===== src/rtl/tpt_pkg.sv =====
// ============================================================================
// Team presence tracker package
// Shared event codes, roles, send kinds and table types.
// ============================================================================
package tpt_pkg;

	typedef enum logic [2:0] {
		EV_TICK   = 3'd0,
		EV_PACKET = 3'd1,
		EV_CREATE = 3'd2,
		EV_JOIN   = 3'd3,
		EV_LEAVE  = 3'd4,
		EV_SILENCE = 3'd5,
		EV_SCAN   = 3'd6,
		EV_READ   = 3'd7
	} event_t;

	localparam logic [1:0] ROLE_NONE   = 2'd0;
	localparam logic [1:0] ROLE_LEADER = 2'd1;
	localparam logic [1:0] ROLE_MEMBER = 2'd2;

	localparam logic [1:0] SEND_NONE   = 2'd0;
	localparam logic [1:0] SEND_BEACON = 2'd1;
	localparam logic [1:0] SEND_JOIN   = 2'd2;

	localparam logic [7:0] ACT_BEACON  = 8'h42;
	localparam logic [7:0] MIN_PAYLOAD = 8'd9;

	localparam logic [2:0] REG_OWN_NODE = 3'd0;
	localparam logic [2:0] REG_INTERVAL = 3'd1;
	localparam logic [2:0] REG_TIMEOUT  = 3'd2;
	localparam logic [2:0] REG_STALE    = 3'd3;
	localparam logic [2:0] REG_SCAN_LEN = 3'd4;

	// one discovered-team record
	typedef struct packed {
		logic [31:0] team;
		logic [31:0] leader;
		logic [31:0] seen;
	} entry_t;

	// configuration set handed to the controller
	typedef struct packed {
		logic [31:0] own_node;
		logic [31:0] interval;
		logic [31:0] timeout;
		logic [31:0] stale;
		logic [31:0] scan_len;
	} cfg_t;

endpackage


===== src/rtl/tpt_regs.sv =====
// ============================================================================
// Team presence tracker register file
// APB-style write/read port for the five configuration registers.
// ============================================================================
module tpt_regs import tpt_pkg::*; (
	input  logic        clk,
	input  logic        arst_n,
	input  logic        psel,
	input  logic        penable,
	input  logic        pwrite,
	input  logic [4:0]  paddr,
	input  logic [31:0] pwdata,
	output logic [31:0] prdata,
	output cfg_t        cfg
);

	logic       wr;
	logic [2:0] idx;

	assign wr  = psel & penable & pwrite;
	assign idx = paddr[4:2];

	// register writes
	always_ff @(posedge clk or negedge arst_n) begin
		if (!arst_n) begin
			cfg.own_node <= 32'd0;
			cfg.interval <= 32'd15000;
			cfg.timeout  <= 32'd120000;
			cfg.stale    <= 32'd60000;
			cfg.scan_len <= 32'd60000;
		end else if (wr) begin
			case (idx)
				REG_OWN_NODE: cfg.own_node <= pwdata;
				REG_INTERVAL: cfg.interval <= pwdata;
				REG_TIMEOUT:  cfg.timeout  <= pwdata;
				REG_STALE:    cfg.stale    <= pwdata;
				REG_SCAN_LEN: cfg.scan_len <= pwdata;
				default: ;
			endcase
		end
	end

	// read mux
	always_comb begin
		case (idx)
			REG_OWN_NODE: prdata = cfg.own_node;
			REG_INTERVAL: prdata = cfg.interval;
			REG_TIMEOUT:  prdata = cfg.timeout;
			REG_STALE:    prdata = cfg.stale;
			REG_SCAN_LEN: prdata = cfg.scan_len;
			default:      prdata = 32'd0;
		endcase
	end

endmodule


===== src/rtl/tpt_table.sv =====
// ============================================================================
// Team presence tracker table memory
// Synchronous one-read, one-write store of discovered-team records.
// ============================================================================
module tpt_table import tpt_pkg::*; #(
	parameter int AW = 4,
	parameter int DEPTH = 16
) (
	input  logic          clk,
	input  logic          we,
	input  logic [AW-1:0] waddr,
	input  entry_t        wdata,
	input  logic [AW-1:0] raddr,
	output entry_t        rdata
);

	entry_t mem [DEPTH];

	// write port and registered read port
	always_ff @(posedge clk) begin
		if (we)
			mem[waddr] <= wdata;
		rdata <= mem[raddr];
	end

endmodule


===== src/rtl/team_presence_tracker.sv =====
// ============================================================================
// Team presence tracker
// Role, beacon timing and discovered-team table for one node.
// ============================================================================
// Events are taken one at a time. Events that do not touch the table go
// straight from the walk step to the finish and output steps; a slot read is
// a single memory read and takes the same short path. A tick while unjoined
// (ageing) and a beacon while unjoined (search) walk the table memory, one
// entry a cycle through its single read port.
// Clearing the table is instant (per-entry valid flops). The result sits in
// an output register; a new event is accepted once the result is taken.
module team_presence_tracker import tpt_pkg::*; #(
	parameter int TABLE_ENTRIES = 16
) (
	input  logic         clk,
	input  logic         arst_n,
	// s_tdata: mode[2:0], now_ms, team_id, node_num, action, payload_len,
	//          rssi[8:0], snr[7:0], slot[3:0] (low bit up)
	input  logic         s_tvalid,
	output logic         s_tready,
	input  logic [135:0] s_tdata,
	// m_tdata: role, send_kind, msg_team_id, msg_node, alert_tone,
	//          disconnected, scanning, team_count, beacon_rssi, beacon_snr,
	//          slot_valid, beacon_age_ms (low bit up), zero padded
	output logic         m_tvalid,
	input  logic         m_tready,
	output logic [127:0] m_tdata,
	input  logic         psel,
	input  logic         penable,
	input  logic         pwrite,
	input  logic [4:0]   paddr,
	input  logic [31:0]  pwdata,
	output logic [31:0]  prdata,
	output logic         pready
);

	localparam int AW = (TABLE_ENTRIES > 1) ? $clog2(TABLE_ENTRIES) : 1;
	localparam int CW = $clog2(TABLE_ENTRIES + 1);

	typedef enum logic [2:0] {ST_IDLE, ST_WALK, ST_FINISH, ST_OUT} state_t;

	cfg_t cfg;
	assign pready = 1'b1;

	tpt_regs u_regs (
		.clk(clk), .arst_n(arst_n), .psel(psel), .penable(penable),
		.pwrite(pwrite), .paddr(paddr), .pwdata(pwdata), .prdata(prdata),
		.cfg(cfg)
	);

	// input fields
	logic [2:0]  f_mode;
	logic [31:0] f_now, f_team, f_node;
	logic [7:0]  f_act, f_len, f_snr;
	logic [8:0]  f_rssi;
	logic [3:0]  f_slot;
	assign f_mode = s_tdata[2:0];
	assign f_now  = s_tdata[34:3];
	assign f_team = s_tdata[66:35];
	assign f_node = s_tdata[98:67];
	assign f_act  = s_tdata[106:99];
	assign f_len  = s_tdata[114:107];
	assign f_rssi = s_tdata[123:115];
	assign f_snr  = s_tdata[131:124];
	assign f_slot = s_tdata[135:132];

	state_t      state_q;
	event_t      mode_q;
	logic [31:0] now_q, team_q, node_q;
	logic [7:0]  act_q, len_q, snr_q;
	logic [8:0]  rssi_q;
	logic [3:0]  slot_q;

	logic [1:0]  role_q;
	logic [31:0] my_team_q, leader_q, last_bcn_q, last_send_q, scan_start_q;
	logic        known_q, due_q, lost_q, silenced_q, scan_q;
	logic [8:0]  held_rssi_q;
	logic [7:0]  held_snr_q;
	logic [TABLE_ENTRIES-1:0] valid_q;

	// walk control
	logic [CW-1:0] rd_idx_q;
	logic [AW-1:0] cmp_idx_s1;
	logic          cmp_vld_s1;
	logic          hit_q;
	logic          free_found_q;
	logic [AW-1:0] free_idx_q;

	// memory ports
	logic   we;
	logic [AW-1:0] waddr;
	entry_t wdata, rdata;
	logic [AW-1:0] raddr;

	assign raddr = rd_idx_q[AW-1:0];

	tpt_table #(.AW(AW), .DEPTH(TABLE_ENTRIES)) u_table (
		.clk(clk), .we(we), .waddr(waddr), .wdata(wdata),
		.raddr(raddr), .rdata(rdata)
	);

	logic is_beacon;
	assign is_beacon = (len_q >= MIN_PAYLOAD) && (act_q == ACT_BEACON);

	logic walk_mode;
	assign walk_mode = (mode_q == EV_TICK && role_q == ROLE_NONE)
		|| (mode_q == EV_PACKET && is_beacon && role_q == ROLE_NONE);

	// compare stage on the returned record
	logic cmp_hit, cmp_stale;
	assign cmp_hit   = cmp_vld_s1 && valid_q[cmp_idx_s1] && (rdata.team == team_q);
	assign cmp_stale = cmp_vld_s1 && valid_q[cmp_idx_s1]
		&& ((now_q - rdata.seen) > cfg.stale);

	// memory write selection
	always_comb begin
		we    = 1'b0;
		waddr = cmp_idx_s1;
		wdata.team   = team_q;
		wdata.leader = node_q;
		wdata.seen   = now_q;
		if (state_q == ST_WALK && mode_q == EV_PACKET && cmp_hit && !hit_q)
			we = 1'b1;
		else if (state_q == ST_FINISH && mode_q == EV_PACKET && !hit_q && free_found_q) begin
			we = 1'b1;
			waddr = free_idx_q;
		end
	end

	logic [CW-1:0] count;
	always_comb begin
		count = '0;
		for (int i = 0; i < TABLE_ENTRIES; i++)
			count = count + CW'(valid_q[i]);
	end

	logic [4:0] count5;
	assign count5 = 5'(count);

	logic [1:0]  o_send;
	logic [31:0] o_team, o_node;
	logic        o_tone, o_svalid;
	logic [4:0]  o_count;
	logic [31:0] o_age;

	assign s_tready = (state_q == ST_IDLE) && !m_tvalid;

	// event sequencer with state and result registers
	always_ff @(posedge clk or negedge arst_n) begin
		if (!arst_n) begin
			state_q <= ST_IDLE;
			mode_q <= EV_TICK;
			role_q <= ROLE_NONE; my_team_q <= '0; leader_q <= '0;
			last_bcn_q <= '0; last_send_q <= '0; scan_start_q <= '0;
			known_q <= 1'b0; due_q <= 1'b0; lost_q <= 1'b0;
			silenced_q <= 1'b0; scan_q <= 1'b0;
			held_rssi_q <= '0; held_snr_q <= '0;
			valid_q <= '0;
			rd_idx_q <= '0; cmp_idx_s1 <= '0; cmp_vld_s1 <= 1'b0;
			hit_q <= 1'b0; free_found_q <= 1'b0; free_idx_q <= '0;
			m_tvalid <= 1'b0;
			o_send <= SEND_NONE; o_team <= '0; o_node <= '0;
			o_tone <= 1'b0; o_svalid <= 1'b0; o_count <= '0; o_age <= '0;
		end else begin
			if (m_tvalid && m_tready)
				m_tvalid <= 1'b0;
			case (state_q)
				ST_IDLE: begin
					if (s_tvalid && s_tready) begin
						mode_q <= event_t'(f_mode);
						now_q <= f_now; team_q <= f_team; node_q <= f_node;
						act_q <= f_act; len_q <= f_len; rssi_q <= f_rssi;
						snr_q <= f_snr; slot_q <= f_slot;
						// a slot read presets its address so the record lands early
						rd_idx_q <= (event_t'(f_mode) == EV_READ) ? CW'(f_slot) : '0;
						cmp_vld_s1 <= 1'b0;
						hit_q <= 1'b0; free_found_q <= 1'b0;
						state_q <= ST_WALK;
					end
				end
				ST_WALK: begin
					// issue reads while walking, compare each record in the cycle after its read
					if (walk_mode && rd_idx_q < CW'(TABLE_ENTRIES)) begin
						cmp_idx_s1 <= rd_idx_q[AW-1:0];
						cmp_vld_s1 <= 1'b1;
						rd_idx_q <= rd_idx_q + 1'b1;
					end else begin
						cmp_vld_s1 <= 1'b0;
					end
					if (mode_q == EV_TICK && cmp_stale)
						valid_q[cmp_idx_s1] <= 1'b0;
					if (mode_q == EV_PACKET && cmp_vld_s1) begin
						if (cmp_hit)
							hit_q <= 1'b1;
						if (!valid_q[cmp_idx_s1] && !free_found_q) begin
							free_found_q <= 1'b1;
							free_idx_q <= cmp_idx_s1;
						end
					end
					if (!(walk_mode && rd_idx_q < CW'(TABLE_ENTRIES)) && !cmp_vld_s1)
						state_q <= ST_FINISH;
				end
				ST_FINISH: begin
					o_send <= SEND_NONE; o_team <= '0; o_node <= '0;
					o_tone <= 1'b0; o_svalid <= 1'b0;
					case (mode_q)
						EV_TICK: begin
							if (role_q == ROLE_LEADER) begin
								if (due_q || (now_q - last_send_q) >= cfg.interval) begin
									o_send <= SEND_BEACON; o_team <= my_team_q;
									o_node <= leader_q; last_send_q <= now_q;
									due_q <= 1'b0;
								end
							end else if (role_q == ROLE_MEMBER) begin
								if (known_q && (now_q - last_bcn_q) > cfg.timeout) begin
									lost_q <= 1'b1;
									if (!lost_q) silenced_q <= 1'b0;
									o_tone <= !lost_q || !silenced_q;
								end
							end else if (scan_q && (now_q - scan_start_q) >= cfg.scan_len) begin
								scan_q <= 1'b0;
							end
						end
						EV_PACKET: begin
							if (is_beacon && role_q == ROLE_NONE && !hit_q && free_found_q)
								valid_q[free_idx_q] <= 1'b1;
							if (is_beacon && role_q == ROLE_MEMBER && team_q == my_team_q) begin
								last_bcn_q <= now_q; known_q <= 1'b1;
								held_rssi_q <= rssi_q; held_snr_q <= snr_q;
								lost_q <= 1'b0;
								if (lost_q) silenced_q <= 1'b0;
							end
						end
						EV_CREATE: begin
							my_team_q <= team_q; leader_q <= cfg.own_node;
							role_q <= ROLE_LEADER; lost_q <= 1'b0; silenced_q <= 1'b0;
							last_send_q <= '0; due_q <= 1'b1; valid_q <= '0;
						end
						EV_JOIN: begin
							my_team_q <= team_q; leader_q <= node_q; role_q <= ROLE_MEMBER;
							last_bcn_q <= now_q; known_q <= 1'b1;
							lost_q <= 1'b0; silenced_q <= 1'b0; valid_q <= '0;
							o_send <= SEND_JOIN; o_team <= team_q; o_node <= cfg.own_node;
						end
						EV_LEAVE: begin
							role_q <= ROLE_NONE; my_team_q <= '0; leader_q <= '0;
							lost_q <= 1'b0; silenced_q <= 1'b0; last_bcn_q <= '0;
							known_q <= 1'b0; last_send_q <= '0; due_q <= 1'b0;
							valid_q <= '0;
						end
						EV_SILENCE: silenced_q <= 1'b1;
						EV_SCAN: begin
							scan_q <= 1'b1; scan_start_q <= now_q; valid_q <= '0;
						end
						default: begin
							// slot read: record already fetched during the walk step
						end
					endcase
					state_q <= ST_OUT;
					rd_idx_q <= '0;
				end
				ST_OUT: begin
					// memory read of the slot has landed
					if (mode_q == EV_READ && {28'd0, slot_q} < 32'(TABLE_ENTRIES)
						&& valid_q[slot_q[AW-1:0]]) begin
						o_svalid <= 1'b1; o_team <= rdata.team; o_node <= rdata.leader;
					end
					o_count <= count5;
					o_age <= known_q ? (now_q - last_bcn_q) : 32'hFFFF_FFFF;
					m_tvalid <= 1'b1;
					state_q <= ST_IDLE;
				end
				default: state_q <= ST_IDLE;
			endcase
		end
	end

	assign m_tdata = {2'd0, o_age, o_svalid, held_snr_q, held_rssi_q, o_count,
		scan_q, lost_q, o_tone, o_node, o_team, o_send, role_q};

	// a result is only raised from the final sequencer step
	assert property (@(posedge clk) disable iff (!arst_n)
		$rose(m_tvalid) |-> $past(state_q) == ST_OUT)
		else $error("result raised outside output step");
	// no new beat while a result waits
	assert property (@(posedge clk) disable iff (!arst_n)
		m_tvalid |-> !s_tready)
		else $error("input ready while result pending");
	// leaders and members keep an empty table
	assert property (@(posedge clk) disable iff (!arst_n)
		(state_q == ST_IDLE && role_q != ROLE_NONE) |-> valid_q == '0)
		else $error("table populated while joined");

endmodule


===== config.mk =====
export PLATFORM = sky130hd
export DESIGN_NAME = team_presence_tracker
export DESIGN_NICKNAME = d
export VERILOG_FILES = /design/src/rtl/tpt_pkg.sv /design/src/rtl/tpt_regs.sv /design/src/rtl/tpt_table.sv /design/src/rtl/team_presence_tracker.sv
export SDC_FILE = /design/constraint.sdc
export NUM_CORES = 2
export LEC_CHECK = 0
export BUFFER_PORTS_ARGS = -buffer_cell sky130_fd_sc_hd__buf_4
export CAP_MARGIN = 10
export CORE_MARGIN = 3
export CORE_UTILIZATION = 58
export DETAILED_ROUTE_END_ITERATION = 10
export HOLD_SLACK_MARGIN = 0.1
export PLACE_DENSITY = 0.76
export SYNTH_ARGS = -nofsm -noshare
export SYNTH_HDL_FRONTEND = slang
export SYNTH_SLANG_ARGS = --single-unit

===== constraint.sdc =====
create_clock -name clk -period 14.75 [get_ports clk]
set_input_delay 2.95 -clock clk [delete_from_list [all_inputs] [get_ports clk]]
set_output_delay 2.95 -clock clk [all_outputs]
set_load 0.005 [all_outputs]

==> results.py <==
metrics = {
    "run_status": {
        "status": "completed",
    },
    "critical_path": {
        "path_delay_family": "buffers and inverters",
        "critPathKind": "input pin to output pin",
        "slowest_stage": "buf_4",
        "path_cells": "buf_4 > nor3b_2 > buf_4 > a22oi_1 > o221ai_1 > buf_4",
        "cp_max_fo": 38,
        "end_kind": "output pin",
        "required_ps": 11800,
        "crit_path_max_incr_delay_ps": 550,
        "crit_buf_inv": 3,
        "crit_top_cell": "buf_4",
        "cp.arrival_ps": 4780,
        "critPathLaunchType": "input pin",
    },
    "logic_synthesis": {
        "synth_cell_types": 94,
        "synth_area_per_cell_um2": 16.0,
        "yosysSeqAreaShare_pct": 67.4,
        "synth-edff-count": 1669,
        "synth_flop_cell": "edfxtp_1",
        "synthArstFlopShare_pct": 21.6,
        "ys_warn_count": 0,
        "syn_inst": 5961,
        "synth_area_um2": 95300,
        "synth_seq_cells": 2252,
    },
    "place": {
        "gp_congestion": 0.911,
        "dpl.hpwl_um": 154000,
        "io_buffers": 337,
    },
    "power": {
        "p_leak_nw": 38.9,
        "clkPwrFrac_pct": 28.6,
        "p_comb_share_pct": 30.4,
        "seqPwrFrac_pct": 41.0,
        "swShare_pct": 32.7,
        "cellPowerDensity_nw_per_um2": 183,
        "power.switching_w": 0.00646,
        "vdd_drop_max_mv": 0.142,
        "intPower_w": 0.0133,
    },
    "detailed_routing": {
        "initialDrtViolationCount": 7186,
        "viasPerCell": 6.48,
        "drcViolationCount": 0,
        "vias": 56600,
        "detail_route.wl_per_cell_um": 29.6,
        "drt-total-wl_um": 259000,
        "drtAntennaViolNets": 0,
        "first_pass_iters": 8,
    },
    "sta": {
        "setup_violations": 0,
        "fin_setup_tns_ps": 0,
        "finalClockSkew_ps": 78.5,
        "min_period_ps": 7730,
        "hold_viol": 0,
        "fmax_ghz": 0.129,
        "worst_slew_pin_slew_ps": 1220,
        "relSlewSlack_pct": 18.7,
        "maxSlewViolCount": 0,
        "rsz0062_at_grt": "false",
        "period_share_pct": 52.4,
    },
    "cells_and_area": {
        "drive_above_1_share_pct": 22.0,
        "multi_input_area_um2": 29000,
        "final_core_util_pct": 66.3,
        "seq_area_um2": 64300,
        "areaGrowthSynthToFinish_pct": 13.4,
        "final_cell_mix": "edfxtp_1 (1669), nand2_1 (591), mux4_2 (490)",
        "final_common_cell": "edfxtp_1",
        "nets": 6818,
        "fill_cells": 10900,
    },
    "cts": {
        "cts_tree": "done",
        "cts_buffers": 218,
        "ctsHoldBuffers": 0,
        "cts-root-buf": "clkbuf_16",
        "clock_latency_ps": 900,
        "clockBufferDepth": 3,
        "cts.sinks": 2252,
        "cts_setup_buffers": 0,
        "cts_resized": 0,
        "path_clk_slew_ps": 60,
        "htree_num_levels": 4,
    },
    "floorplanning": {
        "dieArea_um2": 169000,
        "dieHeight_um": 411,
        "coreArea_um2": 163000,
        "num_rows": 148,
        "die_width_um": 411,
        "start_util_pct": 58.5,
        "io-pin-count": 343,
    },
    "run": {
        "drv_cap": 0,
    },
    "global_routing": {
        "grt_pass1_vias": 56600,
        "overflow": 0,
        "grt_use_total_pct": 30.9,
        "grt_max_degree": 153,
        "antenna_found_initial": 10,
        "grt_pass1_wl_um": 380000,
    },
    "hold_path": {
        "hp-class": "register to register",
    },
}
-- cell usage after synthesis (36+ instances only) --
| cell type | number | area, um^2 |
|---|---|---|
| xnor2_1 | 107 | 937 |
| ha_1 | 262 | 3280 |
| o21ai_0 | 261 | 1310 |
| nand4_1 | 43 | 269 |
| buf_1 | 54 | 203 |
| o21ai_1 | 102 | 510 |
| mux2_2 | 81 | 912 |
| mux4_2 | 490 | 11000 |
| dfxtp_1 | 96 | 1920 |
| inv_1 | 310 | 1160 |
| a21oi_1 | 302 | 1510 |
| nor2_1 | 90 | 338 |
| a22oi_1 | 66 | 495 |
| a22o_1 | 66 | 578 |
| a21o_1 | 87 | 653 |
| edfxtp_1 | 1669 | 50100 |
| dfrtp_1 | 459 | 11500 |
| xor2_1 | 75 | 657 |
| clkbuf_1 | 189 | 709 |
| mux2i_1 | 36 | 360 |
| nand2_1 | 592 | 2220 |
| nand3_1 | 56 | 280 |
-- metal layers --
metal	vias up	GRT usage [%]	wire [um]
li1	23700	-	-
met5	-	0	13
met4	2	13.3	12300
met1	28900	42.6	97200
met2	3403	47.5	121000
met3	584	7.73	28200
-- registers in the layout (all words and copies together) (netlist names), 9 cells and up --
signal and count:
u_table.mem 1536, leader_q 32, o_age 32, u_table.rdata 96
o_node 32, held_rssi_q 9, u_regs.cfg 160, node_q 32
team_q 32, o_team 32, scan_start_q 32, rssi_q 9
now_q 32, valid_q 16, last_send_q 32, last_bcn_q 32
my_team_q 32
-- power by group through the flow --
stage / sequential, W / combinational (W) / clock, W
6_report: 0.00811 / 0.00601 / 0.00564
5_1_grt: 0.00816 / 0.00654 / 0.00594
4_1_cts: 0.00809 / 0.00597 / 0.00570
3_5_place_dp: 0.00820 / 0.00589 / 0
3_3_place_gp: 0.00818 / 0.00573 / 0
2_1_floorplan: 0.00790 / 0.00430 / 0
-- metrics by stage --
step	setup WS (ps)	area [um^2]	power [W]	hold WS, ps	std cells
after floorplan	7530	95300	0.0122	439	5962
after global placement	7100	101000	0.0139	440	8316
after detailed placement	7060	101000	0.0141	450	8316
after CTS	7060	108000	0.0198	466	8729
after global routing	6970	108000	0.0206	482	8730
final	7020	108000	0.0198	462	8736
-- logic make-up (layout without fill, tap and decap cells) --
kind of cell    count (synthesis)  after routing  synth area share, %
xor+xnor                      182            182                 1.67
simple gates                  933            933                 4.31
fa+ha+maj                     276            276                 3.73
compound gates               1096           1096                 7.21
other cells                     2              9              0.00788
flops                        2252           2252                 67.4
mux                           627            627                 13.2
buf+inv                       593           1186                 2.44
-- final timing paths --
kind,startpoint,to,depth (start not counted),slack (ps)
worst max-delay path,paddr[3],prdata[7],6,7020
worst min-delay path,rssi_q[5]$_DFFE_PP_,held_rssi_q[5]$_DFFE_PN0P_,1,460
worst max register to register,now_q[0]$_DFFE_PP_,o_node[17]$_DFFE_PN0P_,24,8500
worst min register to register,rssi_q[5]$_DFFE_PP_,held_rssi_q[5]$_DFFE_PN0P_,1,460
max in group asynchronous,arst_n,held_rssi_q[7]$_DFFE_PN0P_,3,10360
min in group asynchronous,arst_n,last_bcn_q[9]$_DFFE_PN0P_,1,2140
-- area by class of cell --
type	count	area share [%]
Clock inverter	117	1.25
Clock buffer	296	5.56
Tap cell	2175	2.52
Sequential cell	2252	59.5
Timing Repair Buffer	461	3.25
Inverter	312	1.08
Multi-Input combinational cell	3117	26.8
Antenna cell	6	0.0139
No activity file was read; power rests on OpenSTA's default activity.
